### src/rtl/core/btpe_pkg.sv
// Shared types, constants and helpers for the bitmap text pixel expander.
// No dependencies.
`timescale 1ns / 1ps
`default_nettype none

package btpe_pkg;

    localparam int MAX_GLYPH_DIM_DEF = 32;
    localparam int QUEUE_DEPTH       = 2;

    localparam logic [10:0] COORD_MAX  = 11'd2047;
    localparam logic [2:0]  BIT_MASK   = 3'd7;

    localparam int CFG_IDX_W = 3;
    localparam int CFG_DAT_W = 16;

    localparam logic [CFG_IDX_W-1:0] CFG_FG_COLOR      = 3'd0;
    localparam logic [CFG_IDX_W-1:0] CFG_BG_COLOR      = 3'd1;
    localparam logic [CFG_IDX_W-1:0] CFG_GLYPH_WIDTH   = 3'd2;
    localparam logic [CFG_IDX_W-1:0] CFG_GLYPH_HEIGHT  = 3'd3;
    localparam logic [CFG_IDX_W-1:0] CFG_ORIGIN_X      = 3'd4;
    localparam logic [CFG_IDX_W-1:0] CFG_ORIGIN_Y      = 3'd5;
    localparam logic [CFG_IDX_W-1:0] CFG_SCREEN_WIDTH  = 3'd6;
    localparam logic [CFG_IDX_W-1:0] CFG_SCREEN_HEIGHT = 3'd7;

    typedef logic [15:0] t_color;
    typedef logic [10:0] t_coord;

    // geometry registers seen by the front end
    typedef struct packed {
        logic [5:0]  glyph_width;
        logic [5:0]  glyph_height;
        logic [9:0]  origin_x;
        logic [9:0]  origin_y;
        logic [10:0] screen_width;
        logic [10:0] screen_height;
    } t_geom;

    // one classified byte, front to back
    typedef struct packed {
        logic [7:0]  bits;
        logic [11:0] xs;      // unsaturated column of the byte's first pixel
        t_coord      py;
        logic [2:0]  cnt_m1;  // pixel count minus one
        logic        done;    // byte closes the glyph
    } t_desc;

    function automatic t_coord sat_add(input t_coord a, input logic [11:0] b);
        logic [12:0] s;
        s = {2'b00, a} + {1'b0, b};
        return (s > {2'b00, COORD_MAX}) ? COORD_MAX : s[10:0];
    endfunction

endpackage

`default_nettype wire

### src/rtl/core/btpe_if.sv
// Stream interfaces: glyph byte words in, pixel words out.
// Depends on nothing.
`timescale 1ns / 1ps
`default_nettype none

interface btpe_byte_if;
    logic       valid;
    logic       ready;
    logic [7:0] glyph_byte;
    logic       string_start;

    modport source (output valid, output glyph_byte, output string_start, input ready);
    modport sink   (input valid, input glyph_byte, input string_start, output ready);
endinterface

interface btpe_pix_if;
    logic        valid;
    logic        ready;
    logic [10:0] pixel_x;
    logic [10:0] pixel_y;
    logic [15:0] pixel_color;
    logic        last_of_byte;
    logic        last_of_glyph;

    modport source (output valid, output pixel_x, output pixel_y, output pixel_color,
                    output last_of_byte, output last_of_glyph, input ready);
    modport sink   (input valid, input pixel_x, input pixel_y, input pixel_color,
                    input last_of_byte, input last_of_glyph, output ready);
endinterface

`default_nettype wire

### src/rtl/core/btpe_front.sv
// Front end: cursor, wrap and row/byte tracking; classifies each glyph byte.
// Depends on btpe_pkg.
`timescale 1ns / 1ps
`default_nettype none

module btpe_front #(
    parameter int MAX_GLYPH_DIM = btpe_pkg::MAX_GLYPH_DIM_DEF
) (
    input  wire logic           i_clk,
    input  wire logic           i_rst_n,
    input  wire btpe_pkg::t_geom i_geom,
    input  wire logic           i_clr,
    input  wire logic           i_valid,
    input  wire logic [7:0]     i_glyph_byte,
    input  wire logic           i_string_start,
    input  wire logic           i_q_full,
    output logic                o_ready,
    output logic                o_push,
    output btpe_pkg::t_desc     o_desc
);

    localparam int DIM_W = $clog2(MAX_GLYPH_DIM + 1);
    localparam int RW    = $clog2(MAX_GLYPH_DIM);
    localparam int BIR_W = (MAX_GLYPH_DIM > 8) ? $clog2((MAX_GLYPH_DIM + 7) / 8) : 1;

    btpe_pkg::t_coord r_cx, r_cy, n_cx, n_cy;
    logic [RW-1:0]    r_row, n_row;
    logic [BIR_W-1:0] r_bir, n_bir;

    logic [DIM_W-1:0] w, h;
    logic [11:0]      wx, hx, basex, diff, bpr;
    btpe_pkg::t_coord s_cx, s_cy, a_cx, a_cy;
    logic [RW-1:0]    s_row;
    logic [BIR_W-1:0] s_bir;
    logic             s_first, lbr, done, acc;

    function automatic logic [DIM_W-1:0] clamp_dim(input logic [5:0] v);
        if (v == 6'd0) return DIM_W'(1);
        if (8'(v) > 8'(MAX_GLYPH_DIM)) return DIM_W'(MAX_GLYPH_DIM);
        return DIM_W'(v);
    endfunction

    assign o_ready = !i_q_full;
    assign acc     = i_valid && o_ready;
    assign o_push  = acc;

    always_comb begin
        w  = clamp_dim(i_geom.glyph_width);
        h  = clamp_dim(i_geom.glyph_height);
        wx = 12'(w);
        hx = 12'(h);

        s_cx    = i_string_start ? {1'b0, i_geom.origin_x} : r_cx;
        s_cy    = i_string_start ? {1'b0, i_geom.origin_y} : r_cy;
        s_row   = i_string_start ? '0 : r_row;
        s_bir   = i_string_start ? '0 : r_bir;
        s_first = (s_row == '0) && (s_bir == '0);

        a_cx = s_cx;
        a_cy = s_cy;
        if (s_first) begin
            if (12'(s_cx) + wx > 12'(i_geom.screen_width)) begin
                a_cx = {1'b0, i_geom.origin_x};
                a_cy = btpe_pkg::sat_add(s_cy, hx);
            end
            if (12'(a_cy) + hx > 12'(i_geom.screen_height)) begin
                a_cx = {1'b0, i_geom.origin_x};
                a_cy = {1'b0, i_geom.origin_y};
            end
        end

        basex = 12'({s_bir, 3'b000});
        diff  = wx - basex;
        bpr   = (wx + 12'd7) >> 3;
        lbr   = (12'(s_bir) + 12'd1) >= bpr;
        done  = lbr && ((12'(s_row) + 12'd1) >= hx);

        o_desc.bits = i_glyph_byte;
        o_desc.xs   = 12'(a_cx) + basex;
        o_desc.py   = btpe_pkg::sat_add(a_cy, 12'(s_row));
        o_desc.done = done;
        if (wx > basex) begin
            o_desc.cnt_m1 = (diff > 12'd8) ? btpe_pkg::BIT_MASK : 3'(diff - 12'd1);
        end else begin
            o_desc.cnt_m1 = 3'd0;
        end

        n_cx  = a_cx;
        n_cy  = a_cy;
        n_row = s_row;
        n_bir = s_bir;
        if (!lbr) begin
            n_bir = s_bir + 1'b1;
        end else begin
            n_bir = '0;
            if (done) begin
                n_row = '0;
                n_cx  = btpe_pkg::sat_add(a_cx, wx);
            end else begin
                n_row = s_row + 1'b1;
            end
        end
    end

    always_ff @(posedge i_clk) begin
        if (!i_rst_n) begin
            r_cx  <= '0;
            r_cy  <= '0;
            r_row <= '0;
            r_bir <= '0;
        end else if (acc) begin
            r_cx  <= n_cx;
            r_cy  <= n_cy;
            r_row <= n_row;
            r_bir <= n_bir;
        end else if (i_clr) begin
            r_row <= '0;
            r_bir <= '0;
        end
    end

endmodule

`default_nettype wire

### src/rtl/core/btpe_queue.sv
// Short queue of classified byte words between front and back end.
// Depends on btpe_pkg.
`timescale 1ns / 1ps
`default_nettype none

module btpe_queue (
    input  wire logic            i_clk,
    input  wire logic            i_rst_n,
    input  wire logic            i_push,
    input  wire btpe_pkg::t_desc i_desc,
    input  wire logic            i_pop,
    output logic                 o_full,
    output logic                 o_valid,
    output btpe_pkg::t_desc      o_desc
);

    localparam int DEPTH = btpe_pkg::QUEUE_DEPTH;
    localparam int PW    = (DEPTH > 1) ? $clog2(DEPTH) : 1;

    btpe_pkg::t_desc   r_mem [DEPTH];
    logic [PW-1:0]     r_wp, r_rp;
    logic [PW:0]       r_cnt;

    function automatic logic [PW-1:0] ptr_inc(input logic [PW-1:0] p);
        return (32'(p) == DEPTH - 1) ? '0 : p + 1'b1;
    endfunction

    assign o_full  = (r_cnt == (PW+1)'(DEPTH));
    assign o_valid = (r_cnt != '0);
    assign o_desc  = r_mem[r_rp];

    always_ff @(posedge i_clk) begin
        if (i_push) begin
            r_mem[r_wp] <= i_desc;
        end
    end

    always_ff @(posedge i_clk) begin
        if (!i_rst_n) begin
            r_wp  <= '0;
            r_rp  <= '0;
            r_cnt <= '0;
        end else begin
            if (i_push) r_wp <= ptr_inc(r_wp);
            if (i_pop)  r_rp <= ptr_inc(r_rp);
            case ({i_push, i_pop})
                2'b10:   r_cnt <= r_cnt + 1'b1;
                2'b01:   r_cnt <= r_cnt - 1'b1;
                default: r_cnt <= r_cnt;
            endcase
        end
    end

endmodule

`default_nettype wire

### src/rtl/core/btpe_back.sv
// Back end: expands one classified byte into pixels, one per cycle while the
// receiver is ready, into a registered output. Depends on btpe_pkg.
`timescale 1ns / 1ps
`default_nettype none

module btpe_back (
    input  wire logic            i_clk,
    input  wire logic            i_rst_n,
    input  wire btpe_pkg::t_color i_fg,
    input  wire btpe_pkg::t_color i_bg,
    input  wire logic            i_q_valid,
    input  wire btpe_pkg::t_desc i_q_desc,
    output logic                 o_q_pop,
    input  wire logic            i_ready,
    output logic                 o_valid,
    output btpe_pkg::t_coord     o_pixel_x,
    output btpe_pkg::t_coord     o_pixel_y,
    output btpe_pkg::t_color     o_pixel_color,
    output logic                 o_last_of_byte,
    output logic                 o_last_of_glyph
);

    btpe_pkg::t_desc r_d;
    logic [2:0]      r_k;
    logic            r_busy, r_vld;
    logic            adv, fire, last, load;

    assign adv     = !r_vld || i_ready;
    assign fire    = r_busy && adv;
    assign last    = (r_k == r_d.cnt_m1);
    assign load    = i_q_valid && (!r_busy || (fire && last));
    assign o_q_pop = load;
    assign o_valid = r_vld;

    always_ff @(posedge i_clk) begin
        if (!i_rst_n) begin
            r_busy <= 1'b0;
            r_vld  <= 1'b0;
            r_k    <= '0;
        end else begin
            if (adv) r_vld <= r_busy;
            if (load) begin
                r_busy <= 1'b1;
                r_k    <= '0;
            end else begin
                if (fire) r_k <= r_k + 1'b1;
                if (fire && last) r_busy <= 1'b0;
            end
        end
    end

    always_ff @(posedge i_clk) begin
        if (load) r_d <= i_q_desc;
        if (fire) begin
            o_pixel_x       <= btpe_pkg::sat_add(r_d.xs[10:0], {r_d.xs[11], 11'd0} + 12'(r_k));
            o_pixel_y       <= r_d.py;
            o_pixel_color   <= r_d.bits[btpe_pkg::BIT_MASK - r_k] ? i_fg : i_bg;
            o_last_of_byte  <= last;
            o_last_of_glyph <= last && r_d.done;
        end
    end

endmodule

`default_nettype wire

### src/rtl/core/bitmap_text_pixel_expander.sv
// Bitmap text pixel expander, top level: configuration registers, front end,
// queue and back end. Depends on btpe_pkg, btpe_if, btpe_front, btpe_queue, btpe_back.
//
// i_byte takes glyph bitmap words (bit 7 leftmost, rows padded to whole bytes);
// string_start puts the cursor at the origin before that word. o_pix gives one
// word per covered glyph pixel: screen x/y (saturating at 2047), colour, and
// end-of-byte / end-of-glyph flags. Both channels complete on valid && ready.
// Registers are written through i_cfg_we / i_cfg_idx / i_cfg_data; the user must write
// them only while the block is idle, which the block itself does not enforce; writing
// glyph width or height restarts the glyph at the current cursor.
// The first pixel of a byte passes the queue, the back end's byte register and the
// output register. Throughput: one pixel per cycle while the receiver is ready, set
// by the back end's pixel counter. A two-entry queue lets bytes be taken while
// earlier ones are still expanding.
// Reset clears the cursor, the row/byte counters, the queue and the output and
// loads register defaults. When the receiver stalls the output word holds,
// the queue fills, then i_byte.ready drops.
`timescale 1ns / 1ps
`default_nettype none

module bitmap_text_pixel_expander #(
    parameter int MAX_GLYPH_DIM = btpe_pkg::MAX_GLYPH_DIM_DEF
) (
    input  wire logic                            i_clk,
    input  wire logic                            i_rst_n,
    btpe_byte_if.sink                            i_byte,
    btpe_pix_if.source                           o_pix,
    input  wire logic                            i_cfg_we,
    input  wire logic [btpe_pkg::CFG_IDX_W-1:0]  i_cfg_idx,
    input  wire logic [btpe_pkg::CFG_DAT_W-1:0]  i_cfg_data
);

    btpe_pkg::t_color r_fg, r_bg;
    btpe_pkg::t_geom  r_geom;
    logic             clr;

    logic             q_full, q_valid, push, pop;
    btpe_pkg::t_desc  f_desc, q_desc;

    assign clr = i_cfg_we && ((i_cfg_idx == btpe_pkg::CFG_GLYPH_WIDTH) ||
                              (i_cfg_idx == btpe_pkg::CFG_GLYPH_HEIGHT));

    always_ff @(posedge i_clk) begin
        if (!i_rst_n) begin
            r_fg                 <= 16'hFFFF;
            r_bg                 <= 16'h0000;
            r_geom.glyph_width   <= 6'd8;
            r_geom.glyph_height  <= 6'd8;
            r_geom.origin_x      <= 10'd0;
            r_geom.origin_y      <= 10'd0;
            r_geom.screen_width  <= 11'd240;
            r_geom.screen_height <= 11'd240;
        end else if (i_cfg_we) begin
            case (i_cfg_idx)
                btpe_pkg::CFG_FG_COLOR:      r_fg                 <= i_cfg_data;
                btpe_pkg::CFG_BG_COLOR:      r_bg                 <= i_cfg_data;
                btpe_pkg::CFG_GLYPH_WIDTH:   r_geom.glyph_width   <= i_cfg_data[5:0];
                btpe_pkg::CFG_GLYPH_HEIGHT:  r_geom.glyph_height  <= i_cfg_data[5:0];
                btpe_pkg::CFG_ORIGIN_X:      r_geom.origin_x      <= i_cfg_data[9:0];
                btpe_pkg::CFG_ORIGIN_Y:      r_geom.origin_y      <= i_cfg_data[9:0];
                btpe_pkg::CFG_SCREEN_WIDTH:  r_geom.screen_width  <= i_cfg_data[10:0];
                btpe_pkg::CFG_SCREEN_HEIGHT: r_geom.screen_height <= i_cfg_data[10:0];
                default: ;
            endcase
        end
    end

    btpe_front #(
        .MAX_GLYPH_DIM(MAX_GLYPH_DIM)
    ) u_front (
        .i_clk          (i_clk),
        .i_rst_n        (i_rst_n),
        .i_geom         (r_geom),
        .i_clr          (clr),
        .i_valid        (i_byte.valid),
        .i_glyph_byte   (i_byte.glyph_byte),
        .i_string_start (i_byte.string_start),
        .i_q_full       (q_full),
        .o_ready        (i_byte.ready),
        .o_push         (push),
        .o_desc         (f_desc)
    );

    btpe_queue u_queue (
        .i_clk   (i_clk),
        .i_rst_n (i_rst_n),
        .i_push  (push),
        .i_desc  (f_desc),
        .i_pop   (pop),
        .o_full  (q_full),
        .o_valid (q_valid),
        .o_desc  (q_desc)
    );

    btpe_back u_back (
        .i_clk           (i_clk),
        .i_rst_n         (i_rst_n),
        .i_fg            (r_fg),
        .i_bg            (r_bg),
        .i_q_valid       (q_valid),
        .i_q_desc        (q_desc),
        .o_q_pop         (pop),
        .i_ready         (o_pix.ready),
        .o_valid         (o_pix.valid),
        .o_pixel_x       (o_pix.pixel_x),
        .o_pixel_y       (o_pix.pixel_y),
        .o_pixel_color   (o_pix.pixel_color),
        .o_last_of_byte  (o_pix.last_of_byte),
        .o_last_of_glyph (o_pix.last_of_glyph)
    );

endmodule

`default_nettype wire

### src/flat_wrapper.sv
// flat-port wrapper written by rule: the top's interface ports become plain ports
module bitmap_text_pixel_expander_flat 
#(
    parameter int MAX_GLYPH_DIM = btpe_pkg::MAX_GLYPH_DIM_DEF
)
  (i_clk, i_rst_n, i_cfg_we, i_cfg_idx, i_cfg_data, i_byte_valid, i_byte_glyph_byte, i_byte_string_start, i_byte_ready, o_pix_valid, o_pix_pixel_x, o_pix_pixel_y, o_pix_pixel_color, o_pix_last_of_byte, o_pix_last_of_glyph, o_pix_ready);
  btpe_byte_if i_byte_i ();
  btpe_pix_if o_pix_i ();
  input  wire logic i_clk;
  input  wire logic i_rst_n;
  input  wire logic i_cfg_we;
  input  wire logic [btpe_pkg::CFG_IDX_W-1:0] i_cfg_idx;
  input  wire logic [btpe_pkg::CFG_DAT_W-1:0] i_cfg_data;
  input wire logic [$bits(i_byte_i.valid)-1:0] i_byte_valid;
  input wire logic [$bits(i_byte_i.glyph_byte)-1:0] i_byte_glyph_byte;
  input wire logic [$bits(i_byte_i.string_start)-1:0] i_byte_string_start;
  output wire logic [$bits(i_byte_i.ready)-1:0] i_byte_ready;
  output wire logic [$bits(o_pix_i.valid)-1:0] o_pix_valid;
  output wire logic [$bits(o_pix_i.pixel_x)-1:0] o_pix_pixel_x;
  output wire logic [$bits(o_pix_i.pixel_y)-1:0] o_pix_pixel_y;
  output wire logic [$bits(o_pix_i.pixel_color)-1:0] o_pix_pixel_color;
  output wire logic [$bits(o_pix_i.last_of_byte)-1:0] o_pix_last_of_byte;
  output wire logic [$bits(o_pix_i.last_of_glyph)-1:0] o_pix_last_of_glyph;
  input wire logic [$bits(o_pix_i.ready)-1:0] o_pix_ready;
  assign i_byte_i.valid = i_byte_valid;
  assign i_byte_i.glyph_byte = i_byte_glyph_byte;
  assign i_byte_i.string_start = i_byte_string_start;
  assign i_byte_ready = i_byte_i.ready;
  assign o_pix_valid = o_pix_i.valid;
  assign o_pix_pixel_x = o_pix_i.pixel_x;
  assign o_pix_pixel_y = o_pix_i.pixel_y;
  assign o_pix_pixel_color = o_pix_i.pixel_color;
  assign o_pix_last_of_byte = o_pix_i.last_of_byte;
  assign o_pix_last_of_glyph = o_pix_i.last_of_glyph;
  assign o_pix_i.ready = o_pix_ready;
  bitmap_text_pixel_expander #(.MAX_GLYPH_DIM(MAX_GLYPH_DIM)) u_core (.i_clk(i_clk), .i_rst_n(i_rst_n), .i_byte(i_byte_i), .o_pix(o_pix_i), .i_cfg_we(i_cfg_we), .i_cfg_idx(i_cfg_idx), .i_cfg_data(i_cfg_data));
endmodule
### config.mk
export PLATFORM = sky130hd
export DESIGN_NAME = bitmap_text_pixel_expander_flat
export DESIGN_NICKNAME = d
export VERILOG_FILES = /design/src/rtl/core/btpe_pkg.sv /design/src/rtl/core/btpe_if.sv /design/src/rtl/core/btpe_front.sv /design/src/rtl/core/btpe_queue.sv /design/src/rtl/core/btpe_back.sv /design/src/rtl/core/bitmap_text_pixel_expander.sv /design/src/flat_wrapper.sv
export SDC_FILE = /design/constraint.sdc
export NUM_CORES = 1
export LEC_CHECK = 0
export BUFFER_PORTS_ARGS = -buffer_cell sky130_fd_sc_hd__buf_2
export CAP_MARGIN = 20
export CORE_MARGIN = 3
export CORE_UTILIZATION = 35
export DETAILED_ROUTE_END_ITERATION = 10
export PLACE_DENSITY = 0.51
export SKIP_LAST_GASP = 1
export SYNTH_ARGS = -nofsm -noshare
export SYNTH_HDL_FRONTEND = slang
export SYNTH_SLANG_ARGS = --single-unit
### constraint.sdc
create_clock -name i_clk -period 32.9 [get_ports i_clk]
set_input_delay 6.58 -clock i_clk [delete_from_list [all_inputs] [get_ports i_clk]]
set_output_delay 6.58 -clock i_clk [all_outputs]
set_load 0.005 [all_outputs]
==> flow_metrics.env <==
export IMPL_status="finished clean"
export IMPL_cp_required_ns=33.40
export IMPL_finalSetupTns_ns=0
export IMPL_viasPerCell=4.96
export IMPL_grt_pass1_wl_um=53200
export IMPL_setup_viol=0
export IMPL_crit_path_start="i_byte_string_start"
export IMPL_start_kind="input pin"
export IMPL_clock_latency_ns=0.57
export IMPL_cts_repair_resized=0
export IMPL_port_buffers=74
export IMPL_synth_top_family_by_area="simple AND/OR/NAND/NOR gates"
export IMPL_antenna_left=0
export IMPL_ys_warnings_count=0
export IMPL_cap_viol_max_count=0
export IMPL_crit_path_end_kind="flip-flop"
export IMPL_critPathMaxFanout=44
export IMPL_placed_cell_area_um2=15000
export IMPL_crit_path_end="u_core.u_front.r_cx[10]"
export IMPL_grt_overflow=0
export IMPL_max_vdd_ir_drop_uv=36.0
export IMPL_fmax_mhz=59.0
export IMPL_synth_compound_area_share_pct=12.8
export IMPL_synth_fa_ha_area_share_pct=7.89
export IMPL_stdcell_count=1950
export IMPL_drt_iter0_drc=527
export IMPL_fin_crit_sh_pct=51.5
export IMPL_ys_seq_elements=269
export IMPL_drive_gt1_share_pct=16.7
export IMPL_ios=75
export IMPL_drcViolationCount=0
export IMPL_r2r_cells=46
export IMPL_cellPowerDensity_nw_per_um2=64.7
export IMPL_ys_flop_type="edfxtp_1"
export IMPL_cts_root_buf="clkbuf_16"
export IMPL_dpl_cell_count=1892
export IMPL_gp_congestion=0.867
export IMPL_dr_total_vias=9675
export IMPL_syn_area_um2=14100
export IMPL_rows=72
export IMPL_tightest_slew_ns=0.993
export IMPL_fin_crit_ns=16.94
export IMPL_synth_area_per_cell_um2=10.4
export IMPL_fin_skew_ns=0.0165
export IMPL_utilization_pct=40.9
export IMPL_ff2ff_setup_slack_ns=21.79
export IMPL_die_w_um=207
export IMPL_ys_seq_area_share_pct=48.5
export IMPL_cts_tree="yes"
export IMPL_post_cts_buffers=0
export IMPL_start_util_pct=35.9
export IMPL_syn_nets=1465
export IMPL_r2r_end="u_core.u_front.r_cx[10]"
export IMPL_wl_um=33000
export IMPL_h_tree_depth=1
export IMPL_dieArea_um2=42700
export IMPL_synth_top_area_cell="edfxtp_1"
export IMPL_cts_sinks=269
export IMPL_grt_pass1_vias=9928
export IMPL_netlist_area_leader_share_pct=30.9
export IMPL_synth_cells=1348
export IMPL_hold_class="flip-flop to flip-flop"
export IMPL_grt_max_degree=89
export IMPL_clk_pin_slew_ns=0.06
export IMPL_design_area_um2=16000
export IMPL_grt_antenna_before_repair=1
export IMPL_crit_type="input pin to flip-flop"
export IMPL_p_leak_nw=6.33
export IMPL_max_stage_delay_ns=0.67
export IMPL_cts_hold_buf=0
export IMPL_syn_to_final_growth_pct=13.7
export IMPL_hpwl_um=23700
export IMPL_numCtsBuffers=30
export IMPL_async_flop_share_pct=0
export IMPL_crit_top_cell="a21oi_1"
export IMPL_fin_nets=1524
export IMPL_rsz0062_at_grt="false"
export IMPL_wl_per_cell_um=16.9
export IMPL_die_height_um=207
export IMPL_finalHoldViolCount=0
export IMPL_synth_simple_area_share_pct=14.9
export IMPL_ys_top_cells_by_area="edfxtp_1 31%, dfxtp_1 18%, ha_1 6.8%"
export IMPL_r2r_start="u_core.r_geom[53]"
export IMPL_slew_viol_final=0
export IMPL_track_usage_pct=15.7
export IMPL_synth_edff_count=145
export IMPL_max_slew_margin_pct=33.6
export IMPL_cts_buffer_depth=3
export IMPL_synth_cell_type_count=75
export IMPL_core_area_um2=39200
export IMPL_worstPathArrival_ns=17.43
export IMPL_firstDrtPassIters=5
export IMPL_synthXorXnorAreaFrac_pct=3.61
export IMPL_synthMuxAreaShare_pct=9.02
export IMPL_slowest_stage="o31ai_1"
## registers in the layout (all words and copies together) (netlist names), 2 cells and up
name,count
u_core.u_front.r_row,5
u_core.u_front.r_cy,11
u_core.u_back.r_d,35
u_core.r_geom,54
u_core.u_front.r_cx,11
u_core.u_back.o_pixel_x,11
u_core.u_back.r_k,3
u_core.u_back.o_pixel_color,16
u_core.r_bg,16
u_core.r_fg,16
u_core.u_queue.r_cnt,2
u_core.u_back.o_pixel_y,11
u_core.u_front.r_bir,2
u_core.u_queue.r_mem,70
## layout by cell type, fill, tap and decap left out, drive strengths merged, types with 5 or more instances in the layout
cell type and n:
a211oi 7, a21boi 71, a21o 15, a21oi 57, a22oi 6, a31oi 11, and2 12, and3 7
buf 88, clkbuf 36, clkinv 16, dfxtp 124, edfxtp 145, fa 8, ha 76, inv 55
mux2 72, mux2i 39, nand2 234, nand2b 18, nand3 44, nand4 7, nor2 57, nor2b 42
nor3 13, nor4 5, o211ai 13, o21a 6, o21ai 41, or3 5, xnor2 30, xor2 28
## worst max-delay path, delay by kind of cell
family                     cells  cell delay, ns
AOI/OAI and AO/OA             22            4.97
adders and majority gates      7            2.06
and+or+nand+nor               10            1.98
muxes                          3            0.97
buffers and inverters          2            0.54
xor gates and xnor gates       2            0.30
## routing by layer
layer / vias to the layer above / track usage, % / routed length [um]
met5: - / 0 / 0
met3: 33 / 1.77 / 964
met1: 4637 / 20.2 / 14900
met2: 116 / 28.1 / 16700
li1: 4889 / - / -
met4: 0 / 4.05 / 566
## stage by stage
stage	hold WS (ns)	total power, mW	setup slack, ns
final	0.416	1.04	15.96
after floorplan	0.400	0.631	16.29
after global placement	0.410	0.712	15.74
after global routing	0.430	1.10	15.11
after detailed placement	0.405	0.715	15.43
after CTS	0.419	1.05	15.99
## cell usage after synthesis, drive strengths merged (2+ instances only)
library cell  count
nand2           234
edfxtp          145
dfxtp           124
ha               76
mux2             72
a21boi           71
a21oi            57
nor2             57
inv              55
clkbuf           51
nand3            44
nor2b            42
o21ai            41
mux2i            39
xnor2            30
xor2             28
nand2b           18
a21o             15
nor3             13
o211ai           13
and2             12
a31oi            11
buf              10
fa                8
a211oi            7
and3              7
nand4             7
a22oi             6
o21a              6
nor4              5
or3               5
o21bai            4
a211o             3
nor3b             3
o311ai            3
o31ai             3
a221oi            2
a31o              2
a32oi             2
and3b             2
mux4              2
nand3b            2
o41ai             2
## area by class of cell
type	instances	area (um2)
Clock inverter	20	189
Antenna cell	1	2.50
Inverter	55	206
Sequential cell	269	6840
Timing Repair Buffer	88	500
Fill cell	3853	23200
Multi-Input combinational cell	963	6830
Tap cell	518	648
Clock buffer	36	805
## worst min-delay path by stage
| stage | from | to | slack (ns) | depth (start not counted) |
|---|---|---|---|---|
| floorplan | u_core.u_back.r_d[4] | u_core.u_back.o_pixel_y[0] | 0.40 | 0 |
| global placement | u_core.u_back.r_d[6] | u_core.u_back.o_pixel_y[2] | 0.41 | 0 |
| detailed placement | u_core.u_back.r_d[4] | u_core.u_back.o_pixel_y[0] | 0.40 | 0 |
| CTS | u_core.u_back.r_d[4] | u_core.u_back.o_pixel_y[0] | 0.42 | 0 |
| global route | u_core.u_back.r_d[4] | u_core.u_back.o_pixel_y[0] | 0.43 | 0 |
| finish | u_core.u_back.r_d[4] | u_core.u_back.o_pixel_y[0] | 0.42 | 0 |
## cell families (layout without fill, tap and decap cells)
logic type	after synthesis	after routing
compound gates	255	255
xor+xnor	58	58
fa+ha+maj	84	84
buf+inv	116	199
flops	269	269
mux	113	113
other cells	0	1
simple gates	453	453
## power breakdown
part | total, mW | switching (mW) | internal (mW) | leakage (nW)
logic | 0.239 | 0.136 | 0.103 | 3.47
registers | 0.464 | 0.0247 | 0.439 | 2.37
clock network | 0.333 | 0.136 | 0.198 | 0.488
(Power assumes the default switching activity.)
